--- config.mk ---
export PLATFORM = sky130hd
export DESIGN_NAME = temperature_alarm_panel_unit
export DESIGN_NICKNAME = d
export VERILOG_FILES = /design/src/rtl/tap_pkg.sv /design/src/rtl/tap_btn.sv /design/src/rtl/temperature_alarm_panel_unit.sv
export SDC_FILE = /design/constraint.sdc
export NUM_CORES = 1
export LEC_CHECK = 0
export ABC_AREA = 1
export BUFFER_PORTS_ARGS = -buffer_cell sky130_fd_sc_hd__buf_2
export CAP_MARGIN = 20
export CORE_UTILIZATION = 61
export DETAILED_ROUTE_END_ITERATION = 10
export PLACE_DENSITY = 0.79
export SYNTH_ARGS = -nofsm -noshare
export SYNTH_HDL_FRONTEND = slang
export SYNTH_SLANG_ARGS = --single-unit
--- constraint.sdc ---
create_clock -name clock -period 7.8 [get_ports clock]
set_input_delay 1.17 -clock clock [delete_from_list [all_inputs] [get_ports clock]]
set_output_delay 1.17 -clock clock [all_outputs]
set_load 0.02 [all_outputs]
--- src/rtl/tap_pkg.sv ---
// shared types, register indexes, glyph codes and the segment table
// for the temperature alarm panel; no dependencies
`default_nettype none

package tap_pkg;

   localparam int TICK_BITS     = 16;
   localparam int LIMIT_BITS    = 7;
   localparam int INITIAL_LIMIT = 25;
   localparam int CSR_IDX_BITS  = 3;
   localparam int CSR_DATA_BITS = 16;

   // configuration register indexes
   localparam logic [CSR_IDX_BITS-1:0] CSR_DEBOUNCE_TICKS = 3'd0;
   localparam logic [CSR_IDX_BITS-1:0] CSR_BLINK_TICKS    = 3'd1;
   localparam logic [CSR_IDX_BITS-1:0] CSR_LIMIT_STEP     = 3'd2;
   localparam logic [CSR_IDX_BITS-1:0] CSR_LIMIT_MIN      = 3'd3;
   localparam logic [CSR_IDX_BITS-1:0] CSR_LIMIT_MAX      = 3'd4;

   // register reset values
   localparam logic [15:0] DEBOUNCE_RESET = 16'd50;
   localparam logic [15:0] BLINK_RESET    = 16'd500;
   localparam logic [3:0]  STEP_RESET     = 4'd5;
   localparam logic [5:0]  MIN_RESET      = 6'd10;
   localparam logic [5:0]  MAX_RESET      = 6'd50;

   // glyph codes
   localparam logic [2:0] GLYPH_BLANK = 3'd0;
   localparam logic [2:0] GLYPH_0     = 3'd1;
   localparam logic [2:0] GLYPH_3     = 3'd2;
   localparam logic [2:0] GLYPH_7     = 3'd3;
   localparam logic [2:0] GLYPH_D     = 3'd4;
   localparam logic [2:0] GLYPH_F     = 3'd5;

   // distance thresholds, in degrees below the limit
   localparam int DIST_D    = 2;
   localparam int DIST_7    = 10;
   localparam int DIST_3    = 15;
   localparam int DIST_0    = 20;

   localparam logic [6:0] SEGS_OFF = 7'h7F;

   typedef struct packed {
      logic signed [7:0] temp_c;
      logic              up_level;
      logic              down_level;
   } req_type;

   typedef struct packed {
      logic       alarm_on;
      logic [6:0] limit_now;
      logic [2:0] glyph;
      logic [6:0] segments_n;
      logic       lit;
   } rsp_type;

   // active-low segments a..g in bits 0..6
   function automatic logic [6:0] glyph_segs(input logic [2:0] code);
      logic [6:0] segs;
      case (code)
         GLYPH_BLANK: segs = 7'h7F;
         GLYPH_0:     segs = 7'h40;
         GLYPH_3:     segs = 7'h30;
         GLYPH_7:     segs = 7'h78;
         GLYPH_D:     segs = 7'h21;
         GLYPH_F:     segs = 7'h0E;
         default:     segs = 7'h7F;
      endcase
      return segs;
   endfunction

endpackage

`default_nettype wire

--- src/rtl/tap_btn.sv ---
// one push button: falling edge detect with a saturating debounce counter
// depends on tap_pkg
`default_nettype none

module tap_btn (
   input  wire logic                         clock,
   input  wire logic                         reset,
   input  wire logic                         step_en,
   input  wire logic                         level,
   input  wire logic [tap_pkg::TICK_BITS-1:0] debounce,
   output logic                              press
);

   localparam logic [tap_pkg::TICK_BITS-1:0] SINCE_MAX = '1;

   logic                          prev_ff, prev_in;
   logic [tap_pkg::TICK_BITS-1:0] since_ff, since_in, since_inc;

   assign since_inc = (since_ff == SINCE_MAX) ? since_ff
                    : since_ff + {{(tap_pkg::TICK_BITS-1){1'b0}}, 1'b1};

   // press counts even if the limit can not move
   assign press = step_en && !level && prev_ff && (since_inc >= debounce);

   always_comb begin
      prev_in  = prev_ff;
      since_in = since_ff;
      if (step_en) begin
         prev_in  = level;
         since_in = press ? '0 : since_inc;
      end
   end

   always_ff @(posedge clock) begin
      if (reset) begin
         prev_ff  <= 1'b1;
         since_ff <= SINCE_MAX;
      end else begin
         prev_ff  <= prev_in;
         since_ff <= since_in;
      end
   end

endmodule

`default_nettype wire

--- src/rtl/temperature_alarm_panel_unit.sv ---
// temperature alarm panel top level: request register, limit and glyph logic,
// response register; depends on tap_pkg and tap_btn
//
//   channel  direction  handshake              payload
//   req      in         req_valid / req_ready  tap_pkg::req_type
//   rsp      out        rsp_valid / rsp_ready  tap_pkg::rsp_type
//   csr      in         csr_valid / csr_ready  csr_index, csr_data
//
// one request per clock unless stalled; a response becomes valid once its
// request has passed the request register, then the response register
// the stage in front only stalls while the response register is full and
// rsp_ready is low; csr writes are always taken
// synchronous reset restores limit, counters, blink state, csr and valid bits
`default_nettype none

module temperature_alarm_panel_unit (
   input  wire logic                                 clock,
   input  wire logic                                 reset,
   input  wire logic                                 req_valid,
   output logic                                      req_ready,
   input  wire tap_pkg::req_type                     req_data,
   output logic                                      rsp_valid,
   input  wire logic                                 rsp_ready,
   output tap_pkg::rsp_type                          rsp_data,
   input  wire logic                                 csr_valid,
   output logic                                      csr_ready,
   input  wire logic [tap_pkg::CSR_IDX_BITS-1:0]     csr_index,
   input  wire logic [tap_pkg::CSR_DATA_BITS-1:0]    csr_data
);

   localparam logic [tap_pkg::TICK_BITS-1:0] SINCE_MAX = '1;

   // configuration
   logic [15:0] debounce_ff, blink_ticks_ff;
   logic [3:0]  step_ff;
   logic [5:0]  min_ff, max_ff;

   // pipeline
   logic              in_valid_ff, in_valid_in;
   tap_pkg::req_type  in_data_ff;
   logic              rsp_valid_ff, rsp_valid_in;
   tap_pkg::rsp_type  rsp_data_ff, rsp_data_in;
   logic              advance, fire;

   // item state
   logic [tap_pkg::LIMIT_BITS-1:0] limit_ff, limit_in, lim_up;
   logic [tap_pkg::TICK_BITS-1:0]  blink_since_ff, blink_since_in, blink_inc;
   logic                           shown_ff, shown_in;
   logic                           up_press, down_press;
   logic signed [9:0]              diff;
   logic                           alarm;
   logic [2:0]                     glyph;

   assign csr_ready = 1'b1;
   assign advance   = !rsp_valid_ff || rsp_ready;
   assign fire      = in_valid_ff && advance;
   assign req_ready = !in_valid_ff || advance;
   assign rsp_valid = rsp_valid_ff;
   assign rsp_data  = rsp_data_ff;

   always_comb begin
      in_valid_in = in_valid_ff;
      if (req_valid && req_ready) begin
         in_valid_in = 1'b1;
      end else if (fire) begin
         in_valid_in = 1'b0;
      end
   end

   tap_btn u_btn_up (
      .clock    (clock),
      .reset    (reset),
      .step_en  (fire),
      .level    (in_data_ff.up_level),
      .debounce (debounce_ff),
      .press    (up_press)
   );

   tap_btn u_btn_down (
      .clock    (clock),
      .reset    (reset),
      .step_en  (fire),
      .level    (in_data_ff.down_level),
      .debounce (debounce_ff),
      .press    (down_press)
   );

   // up handled before down
   always_comb begin
      lim_up = limit_ff;
      if (up_press && (limit_ff < {1'b0, max_ff})) begin
         lim_up = limit_ff + {3'b000, step_ff};
      end
      limit_in = lim_up;
      if (down_press && (lim_up > {1'b0, min_ff})) begin
         limit_in = (lim_up >= {3'b000, step_ff}) ? lim_up - {3'b000, step_ff} : '0;
      end
      if (!fire) begin
         limit_in = limit_ff;
      end
   end

   // distance below the limit; alarm when it is zero or negative
   assign diff  = $signed({3'b000, limit_in})
                - $signed({{2{in_data_ff.temp_c[7]}}, in_data_ff.temp_c});
   assign alarm = (diff <= 10'sd0);

   always_comb begin
      if (alarm) begin
         glyph = tap_pkg::GLYPH_F;
      end else if (diff <= 10'(tap_pkg::DIST_D)) begin
         glyph = tap_pkg::GLYPH_D;
      end else if (diff <= 10'(tap_pkg::DIST_7)) begin
         glyph = tap_pkg::GLYPH_7;
      end else if (diff <= 10'(tap_pkg::DIST_3)) begin
         glyph = tap_pkg::GLYPH_3;
      end else if (diff <= 10'(tap_pkg::DIST_0)) begin
         glyph = tap_pkg::GLYPH_0;
      end else begin
         glyph = tap_pkg::GLYPH_BLANK;
      end
   end

   assign blink_inc = (blink_since_ff == SINCE_MAX) ? blink_since_ff
                    : blink_since_ff + {{(tap_pkg::TICK_BITS-1){1'b0}}, 1'b1};

   always_comb begin
      blink_since_in = blink_since_ff;
      shown_in       = shown_ff;
      if (fire) begin
         blink_since_in = blink_inc;
         if (alarm) begin
            if (blink_inc > blink_ticks_ff) begin
               blink_since_in = '0;
               shown_in       = !shown_ff;
            end
         end else begin
            shown_in = 1'b1;
         end
      end
   end

   always_comb begin
      rsp_data_in.alarm_on   = alarm;
      rsp_data_in.limit_now  = limit_in;
      rsp_data_in.glyph      = glyph;
      rsp_data_in.segments_n = shown_in ? tap_pkg::glyph_segs(glyph) : tap_pkg::SEGS_OFF;
      rsp_data_in.lit        = shown_in;
   end

   always_comb begin
      rsp_valid_in = rsp_valid_ff;
      if (fire) begin
         rsp_valid_in = 1'b1;
      end else if (rsp_ready) begin
         rsp_valid_in = 1'b0;
      end
   end

   always_ff @(posedge clock) begin
      if (reset) begin
         in_valid_ff    <= 1'b0;
         rsp_valid_ff   <= 1'b0;
         limit_ff       <= 7'(tap_pkg::INITIAL_LIMIT);
         blink_since_ff <= SINCE_MAX;
         shown_ff       <= 1'b1;
      end else begin
         in_valid_ff    <= in_valid_in;
         rsp_valid_ff   <= rsp_valid_in;
         limit_ff       <= limit_in;
         blink_since_ff <= blink_since_in;
         shown_ff       <= shown_in;
      end
   end

   always_ff @(posedge clock) begin
      if (req_valid && req_ready) begin
         in_data_ff <= req_data;
      end
      if (fire) begin
         rsp_data_ff <= rsp_data_in;
      end
   end

   always_ff @(posedge clock) begin
      if (reset) begin
         debounce_ff    <= tap_pkg::DEBOUNCE_RESET;
         blink_ticks_ff <= tap_pkg::BLINK_RESET;
         step_ff        <= tap_pkg::STEP_RESET;
         min_ff         <= tap_pkg::MIN_RESET;
         max_ff         <= tap_pkg::MAX_RESET;
      end else if (csr_valid && csr_ready) begin
         case (csr_index)
            tap_pkg::CSR_DEBOUNCE_TICKS: debounce_ff    <= csr_data;
            tap_pkg::CSR_BLINK_TICKS:    blink_ticks_ff <= csr_data;
            tap_pkg::CSR_LIMIT_STEP:     step_ff        <= csr_data[3:0];
            tap_pkg::CSR_LIMIT_MIN:      min_ff         <= csr_data[5:0];
            tap_pkg::CSR_LIMIT_MAX:      max_ff         <= csr_data[5:0];
            default: begin
            end
         endcase
      end
   end

`ifndef SYNTH
   // blink-off only happens while the alarm is on
   a_dark_needs_alarm: assert property (@(posedge clock) disable iff (reset)
      (rsp_valid_ff && !rsp_data_ff.lit) |-> rsp_data_ff.alarm_on)
      else $error("display dark without alarm");

   // the F glyph and the alarm go together
   a_glyph_alarm: assert property (@(posedge clock) disable iff (reset)
      rsp_valid_ff |-> (rsp_data_ff.alarm_on == (rsp_data_ff.glyph == tap_pkg::GLYPH_F)))
      else $error("glyph disagrees with alarm");

   // the limit never goes past the largest reachable value
   a_limit_range: assert property (@(posedge clock) disable iff (reset)
      limit_ff <= 7'd77)
      else $error("limit out of range");

   // a stalled response keeps the held request in place
   a_hold_on_stall: assert property (@(posedge clock) disable iff (reset)
      (in_valid_ff && rsp_valid_ff && !rsp_ready) |=> (in_valid_ff && $stable(in_data_ff)))
      else $error("request lost during stall");

   // limit only moves when a request is processed
   a_limit_moves_on_fire: assert property (@(posedge clock) disable iff (reset)
      !fire |=> $stable(limit_ff))
      else $error("limit changed without a request");
`endif

endmodule

`default_nettype wire
Yosys cells after proc, flatten, opt, wreduce, memory -nomap -nowiden
Index checks and enable logic that the tools add are counted.
{"block": "op_classes", "n_reduce_logical": 25, "n_mux": 24, "addsub": 6, "n_eq_ne": 12, "order_cmp": 11}
{"operator": "$mux W16", "count": 7}
{"operator": "$add A16 B1 Y16 const B", "count": 3}
{"operator": "$eq A16 B16 Y1 const B", "count": 3}
{"operator": "$pmux W7 S5", "count": 1}
{"operator": "$ge A16 B16 Y1", "count": 2}
{"operator": "$mux W7", "count": 4}
{"operator": "$le A9 B5 Y1 const B", "count": 2}
{"operator": "$gt A16 B16 Y1", "count": 1}
{"operator": "$eq A3 B2 Y1 const B", "count": 4}
{"operator": "$logic_and A1 B1 Y1", "count": 10}
{"operator": "$reduce_and A2 Y1", "count": 5}
{"operator": "$eq A3 B3 Y1 const B", "count": 3}
{"operator": "$le A9 B1 Y1 const B", "count": 1}
{"operator": "$le A9 B3 Y1 const B", "count": 1}
{"operator": "$le A9 B6 Y1 const B", "count": 1}
{"operator": "$sub A8 B8 Y9", "count": 1}
{"operator": "$mux W1", "count": 8}
{"operator": "$add A7 B4 Y7", "count": 1}
{"operator": "$ge A7 B4 Y1", "count": 1}
{"operator": "$gt A7 B6 Y1", "count": 1}
{"operator": "$lt A7 B6 Y1", "count": 1}
{"operator": "$sub A7 B4 Y7", "count": 1}
{"operator": "$eq A3 B1 Y1 const B", "count": 2}
{"operator": "$mux W3", "count": 2}
{"operator": "other kinds (5)", "count": 12}
{"block": "word_totals", "inputBits": 34, "output_inout_bits": 22, "reg_bits": 137, "elab_cells": 100}

Longest topological paths before layout
{"block": "logic_depth", "word_depth": 21, "ltp_mapped": 53, "mapped_depth_nobuf": 53}

Modules after synthesis
From an unflattened synthesis, not the netlist that was laid out.
{"block": "hier_totals", "hier_cells": 1342, "hier_area_um2": 9220.1}
{"mod": "temperature_alarm_panel_unit", "area_each_um2": 5904.4, "seq_area_each_um2": 2322.2, "n_inst": 1, "cells_per_inst": 774}
{"mod": "tap_btn", "area_each_um2": 1657.8, "seq_area_each_um2": 340.3, "n_inst": 2, "cells_per_inst": 284}

Least setup slack after synthesis
Ideal clock, no wire load.
{"block": "synth_timing", "path_type": "flip-flop to flip-flop", "from": "register u_btn_up.since_ff[0] (netlist bit)", "to": "register rsp_data_ff, in the netlist rsp_data[1] (data pin)", "n_path_buf": 0, "path_stages_with_launch": 52, "required_time_ns": 7.536, "synth_period_minus_slack_ns": 6.177, "setup_time_ns": 0.264, "path_slack_ns": 1.623, "t_arrival_ns": 5.913, "cell_sequence": "dfxtp_1 -> ha_1 -> inv_1 -> nor3_2 -> nand4_2 -> nor2_2 -> nand2_2 -> nor2_4 -> nor4_1 -> nand3_1 -> xnor2_1 -> ha_1 -> nand2_1 -> inv_1 -> nand2_1 -> nand2_1 -> nor2_1 -> nand2_1 -> [... 16 more ...] -> inv_1 -> ha_1 -> inv_1 -> fa_1 -> nand3_1 -> nand2_1 -> nand2_1 -> nand2_1 -> nand2_1 -> nand2_1 -> nor2_1 -> o21bai_1 -> nor2_2 -> inv_1 -> a21oi_1 -> nand3_1 -> inv_1 -> o21ai_0"}
{"block": "synth_between", "word_cells_on_any_way": 33, "cone_classes": "3 x add/sub; 8 x order compare; 6 x eq/ne; 13 x mux; 3 x reduce/logical"}
{"element": "from (decl)", "line_no": "tap_btn.sv:17", "source": "logic [tap_pkg::TICK_BITS-1:0] since_ff, since_in, since_inc;"}
{"element": "from (signal assigned)", "line_no": "tap_btn.sv:40", "source": "since_ff <= since_in;"}
{"element": "$add A16 B1 Y16 / $eq A16 B16 Y1 (equally long branches)", "line_no": "tap_btn.sv:20, tap_btn.sv:19"}
{"element": "$mux W16 *", "line_no": "tap_btn.sv:19", "source": "assign since_inc = (since_ff == SINCE_MAX) ? since_ff"}
{"element": "$ge A16 B16 Y1 *", "line_no": "tap_btn.sv:23", "source": "assign press = step_en && !level && prev_ff && (since_inc >= debounce);"}
{"element": "$logic_and A1 B1 Y1 *", "line_no": "tap_btn.sv:23"}
{"element": "$logic_and A1 B1 Y1 *", "line_no": "temperature_alarm_panel_unit.sv:91", "source": "if (up_press && (limit_ff < {1'b0, max_ff})) begin"}
{"element": "$mux W7 *", "line_no": "temperature_alarm_panel_unit.sv:91"}
{"element": "$sub A7 B4 Y7, or another cell as far along", "line_no": "temperature_alarm_panel_unit.sv:96", "source": "limit_in = (lim_up >= {3'b000, step_ff}) ? lim_up - {3'b000, step_ff} : '0;"}
{"element": "$mux W7 / $logic_and A1 B1 Y1 (equally long branches)", "line_no": "temperature_alarm_panel_unit.sv:96, temperature_alarm_panel_unit.sv:95"}
{"element": "[... 2 more ...]"}
{"element": "named net limit_in (one bit)", "line_no": "temperature_alarm_panel_unit.sv:46", "source": "logic [tap_pkg::LIMIT_BITS-1:0] limit_ff, limit_in, lim_up;"}
{"element": "[... 1 more ...]"}
{"element": "$le A9 B5 Y1", "line_no": "temperature_alarm_panel_unit.sv:115", "source": "end else if (diff <= 10'(tap_pkg::DIST_3)) begin"}
{"element": "$mux W2", "line_no": "temperature_alarm_panel_unit.sv:115"}
{"element": "$mux W2", "line_no": "temperature_alarm_panel_unit.sv:113", "source": "end else if (diff <= 10'(tap_pkg::DIST_7)) begin"}
{"element": "$mux W3", "line_no": "temperature_alarm_panel_unit.sv:111", "source": "end else if (diff <= 10'(tap_pkg::DIST_D)) begin"}
{"element": "$mux W3 *", "line_no": "temperature_alarm_panel_unit.sv:109", "source": "if (alarm) begin"}
{"element": "named net glyph[1]", "line_no": "temperature_alarm_panel_unit.sv:52", "source": "logic [2:0] glyph;"}
{"element": "$eq A3 B3 Y1, or another cell as far along", "line_no": "tap_pkg.sv:60", "source": "case (code)"}
{"element": "$pmux W7 S5 *", "line_no": "tap_pkg.sv:60"}
{"element": "to (signal assigned)", "line_no": "temperature_alarm_panel_unit.sv:181", "source": "rsp_data_ff <= rsp_data_in;"}
{"element": "to (decl)", "line_no": "temperature_alarm_panel_unit.sv:42", "source": "tap_pkg::rsp_type rsp_data_ff, rsp_data_in;"}
The timed path passes the listed nets; every way through them passes the cells marked *.
A chain may end at the register's enable or synchronous reset.

Worst setup path in the final report
{"block": "layout_timing", "from": "register u_btn_up.since_ff[4] (netlist bit)", "to": "register rsp_data_ff, in the netlist rsp_data[4] (data pin)"}
{"block": "layout_between", "elab_chain_cells": 19, "word_cells_on_any_way": 33, "cone_classes": "3 x add/sub; 8 x order compare; 6 x eq/ne; 13 x mux; 3 x reduce/logical"}
{"element": "$add A16 B1 Y16 / $eq A16 B16 Y1 (equally long branches)", "line_no": "tap_btn.sv:20, tap_btn.sv:19"}
{"element": "$mux W16 *", "line_no": "tap_btn.sv:19"}
{"element": "$ge A16 B16 Y1 *", "line_no": "tap_btn.sv:23"}
{"element": "$logic_and A1 B1 Y1 *", "line_no": "tap_btn.sv:23"}
{"element": "$logic_and A1 B1 Y1 *", "line_no": "temperature_alarm_panel_unit.sv:91"}
{"element": "$mux W7 *", "line_no": "temperature_alarm_panel_unit.sv:91"}
{"element": "$sub A7 B4 Y7, or another cell as far along", "line_no": "temperature_alarm_panel_unit.sv:96"}
{"element": "$mux W7 / $logic_and A1 B1 Y1 (equally long branches)", "line_no": "temperature_alarm_panel_unit.sv:96, temperature_alarm_panel_unit.sv:95"}
{"element": "[... 2 more ...]"}
{"element": "named net limit_in (one bit)", "line_no": "temperature_alarm_panel_unit.sv:46"}
{"element": "[... 2 more ...]"}
{"element": "$mux W1", "line_no": "temperature_alarm_panel_unit.sv:117", "source": "end else if (diff <= 10'(tap_pkg::DIST_0)) begin"}
{"element": "$mux W2", "line_no": "temperature_alarm_panel_unit.sv:115"}
{"element": "$mux W2", "line_no": "temperature_alarm_panel_unit.sv:113"}
{"element": "$mux W3", "line_no": "temperature_alarm_panel_unit.sv:111"}
{"element": "$mux W3 *", "line_no": "temperature_alarm_panel_unit.sv:109"}
{"element": "named net glyph[0]", "line_no": "temperature_alarm_panel_unit.sv:52"}
{"element": "$eq A3 B3 Y1, or another cell as far along", "line_no": "tap_pkg.sv:60"}
{"element": "$pmux W7 S5 *", "line_no": "tap_pkg.sv:60"}
Marked as above.

==> results.ini <==
[status]
outcome = complete, no violations

[grt]
gr-max-usage-layer = met2
global_route.usage.met3_pct = 4.68
global_route.usage.met1_pct = 39.0
grt_pass1_vias = 6955
grt_start_max_net_pins = 44
gr-usage-all-layers_pct = 29.5
grt_antenna_before_repair = 0
grt_use_met2_pct = 48.0
gr-total-overflow = 0
wire_length_of_the_first_global_routing_pass_um = 32800

[worst_setup_path]
crit_path_frequent_cell = sky130_fd_sc_hd__nand2_1
max_stage_delay_ps = 420
timing_worst_setup_path_type = reg2reg
timing.critical_path.fanout_max = 9
regToRegStartpoint = u_btn_up.since_ff[4]
timing.critical_path.required_ps = 7970
cpMaxStageDelayCell = sky130_fd_sc_hd__dfxtp_1
crit_path_start = u_btn_up.since_ff[4]
cp-end-kind = flop
worstRegToRegCells = 50
arrival_time_of_the_worst_setup_path_ps = 7160
worst_setup_path_start_kind = flop

[cts]
number_of_hold_buffers_added_after_cts = 0
clock_root_buffer = sky130_fd_sc_hd__clkbuf_16
cts.reportedPaths.clkPinSlew_ps = 60
tritoncts = built
tritoncts.num_buffers = 17
cts-root-to-sink-buffers = 2
clk-insertion-delay-late_ps = 430
ctsHtreeMaxLevel = 4
postCtsSetupBuffers = 0
clock_sinks = 136

[detailed_routing]
totalWireLength_um = 20000
via_count_normalized_by_instance_count = 5.55
routed-via-count = 7472
post-route-drc-count = 0
routed_wire_length_per_instance_um = 14.8
firstDrtPassIters = 5
drt-initial-drc-count = 594
route.antenna.remaining_nets = 0

[logic_synthesis]
syn-num-nets = 1222
synthesis.area_mm2 = 0.00832
synth_edf_count = 28
synth.largest_area_cell = sky130_fd_sc_hd__dfxtp_1
synthTopCellsByCount = sky130_fd_sc_hd__nand2_1 (214), sky130_fd_sc_hd__inv_1 (160), sky130_fd_sc_hd__a21oi_1 (110)
synth.area.top_cells = sky130_fd_sc_hd__dfxtp_1 (26%), sky130_fd_sc_hd__ha_1 (11%), sky130_fd_sc_hd__edfxtp_1 (10%)
leading_register_cell_type_out_of_synthesis = sky130_fd_sc_hd__dfxtp_1
yosys.area.top_type_share_pct = 26.0
post_synthesis_async_set_or_reset_flop_share_pct = 0
cells_after_synthesis = 1109
post_synth_num_cell_types = 49
ys_warn_count = 0
ys_seq_area_share_pct = 36.1
avg_cell_area_syn_um2 = 7.50
yosys.cell_count.top_type = sky130_fd_sc_hd__nand2_1
ys_seq_elements = 136

[pwr]
irDropWorstVdd_mv = 0.168
power.leakage_nw = 4.48
power_per_cell_area_mw_per_mm2 = 246

[die]
die_area_mm2 = 0.0141
io_pins = 56
floorplan.rows = 42
fp.dieW_um = 119
placeableCoreArea_mm2 = 0.0133
die_h_um = 119
floorplan.initialDensity_pct = 62.6

[sta]
tns_ps = 0
setup_viol = 0
tightestPinTransition_ps = 830
unrepaired_setup_endpoints_after_global_routing = false
clock_skew_after_layout_ps = 7.59
max_clk_rate_mhz = 143
final-max-slew-violation-count = 0
max_slew_margin_pct = 44.3
timing.final.crit_period_ps = 6990
share_of_the_clock_period_used_by_the_worst_path_after_layout_pct = 89.7
finalWorstSetupSlack_ps = 805
report.final.hold_viol_count = 0

[hold_path]
hold_path_startpoint = blink_ticks_ff[14]
min-delay-path-class = reg2reg
holdPathStages = 2

[final_layout]
layout-drive-gt1-share_pct = 11.4
diodes_inserted = 0
area.growth.synth_to_final_pct = 12.3
final_net_count = 1271

[placement]
gpl.final_weighted_congestion = 0.905
portBuffers = 54
detailedPlacementHpwl_um = 14700
placement.setup.worst_slack_ps = 663

[flow_run]
max-cap-violations = 0

-- cells by family (layout without fill, tap and decap cells) --
family	count (synthesis)	count (layout)	share of synthesized area, %
fa+ha+maj	79	79	12.2
xor+xnor	30	30	3.16
buf+inv	196	258	9.04
flops	136	136	36.1
other cells	1	1	0.0451
simple gates	440	440	24.2
compound gates	227	227	15.3
-- worst max-delay path: cells and delay by family (launching register included) --
kind,cells,cell delay (ps)
AOI/OAI and AO/OA,8,920
adders and majority gates,4,1130
buffers and inverters,4,300
DFF,1,420
and+or+nand+nor,34,3970
-- registers in the layout (all words and copies together), names as in the netlist, 7 cells and up --
| signal | cells |
|---|---|
| blink_ticks_ff | 16 |
| debounce_ff | 16 |
| rsp_data | 18 |
| limit_ff | 7 |
| u_btn_up.since_ff | 16 |
| u_btn_down.since_ff | 16 |
| blink_since_ff | 16 |
| in_data_ff | 10 |
-- where the power goes --
group / leakage, nW / switching, mW / internal, mW / total, mW
clock: 0.305 / 0.310 / 0.501 / 0.811
sequential: 1.15 / 0.0365 / 0.774 / 0.810
combinational: 3.03 / 0.431 / 0.242 / 0.673
total: 4.48 / 0.778 / 1.52 / 2.29
-- cell usage in the layout (no fill, tap or decap), drive strengths merged, types with 7 or more instances in the layout --
cell / count
clkbuf: 23
a21oi: 110
clkinv: 7
inv: 167
ha: 76
dfxtp: 108
edfxtp: 28
o211ai: 32
nor3: 21
nor2: 78
nand3: 82
buf: 60
or2: 7
nand2: 226
xor2: 25
o21ai: 65
nand4: 17
-- area by class of cell --
class	instances	area, µm²
inverter	166	623
tap	176	220
sequential	136	3000
timing repair buffer	60	315
multi-input combinational	777	4580
fill	1064	3950
clock inverter	9	83.8
clock buffer	23	519
-- metrics by stage --
step                power, mW  util (%)  hold WS, ps  std cells  area (µm²)
global route             2.43      70.3          489       1347        9340
global placement         1.46      65.6          449       1315        8730
detailed placement       1.48      65.6          455       1315        8730
CTS                      2.29      70.2          462       1347        9330
finish                   2.29      70.3          465       1347        9340
floorplan                1.33         -          430       1109        8320
-- layer usage --
layer  up-vias  share of wire (%)
met5         -                  0
met4         0                2.4
met3        41                5.1
met2       228                 46
met1      3405                 46
li1       3798                  -
-- final timing paths --
kind | endpoint | slack, ps
hold reg to reg | blink_ticks_ff[14] | 470
hold / removal | blink_ticks_ff[14] | 470
setup reg to reg | rsp_data[4] | 810
setup / recovery | rsp_data[4] | 810
-- repair_timing --
item                                    in CTS  in global routing
endpoints found under the setup margin       0                 25
resized for setup                            0                  4
endpoints found under the hold margin        0                  0
(Power assumes the default switching activity.)
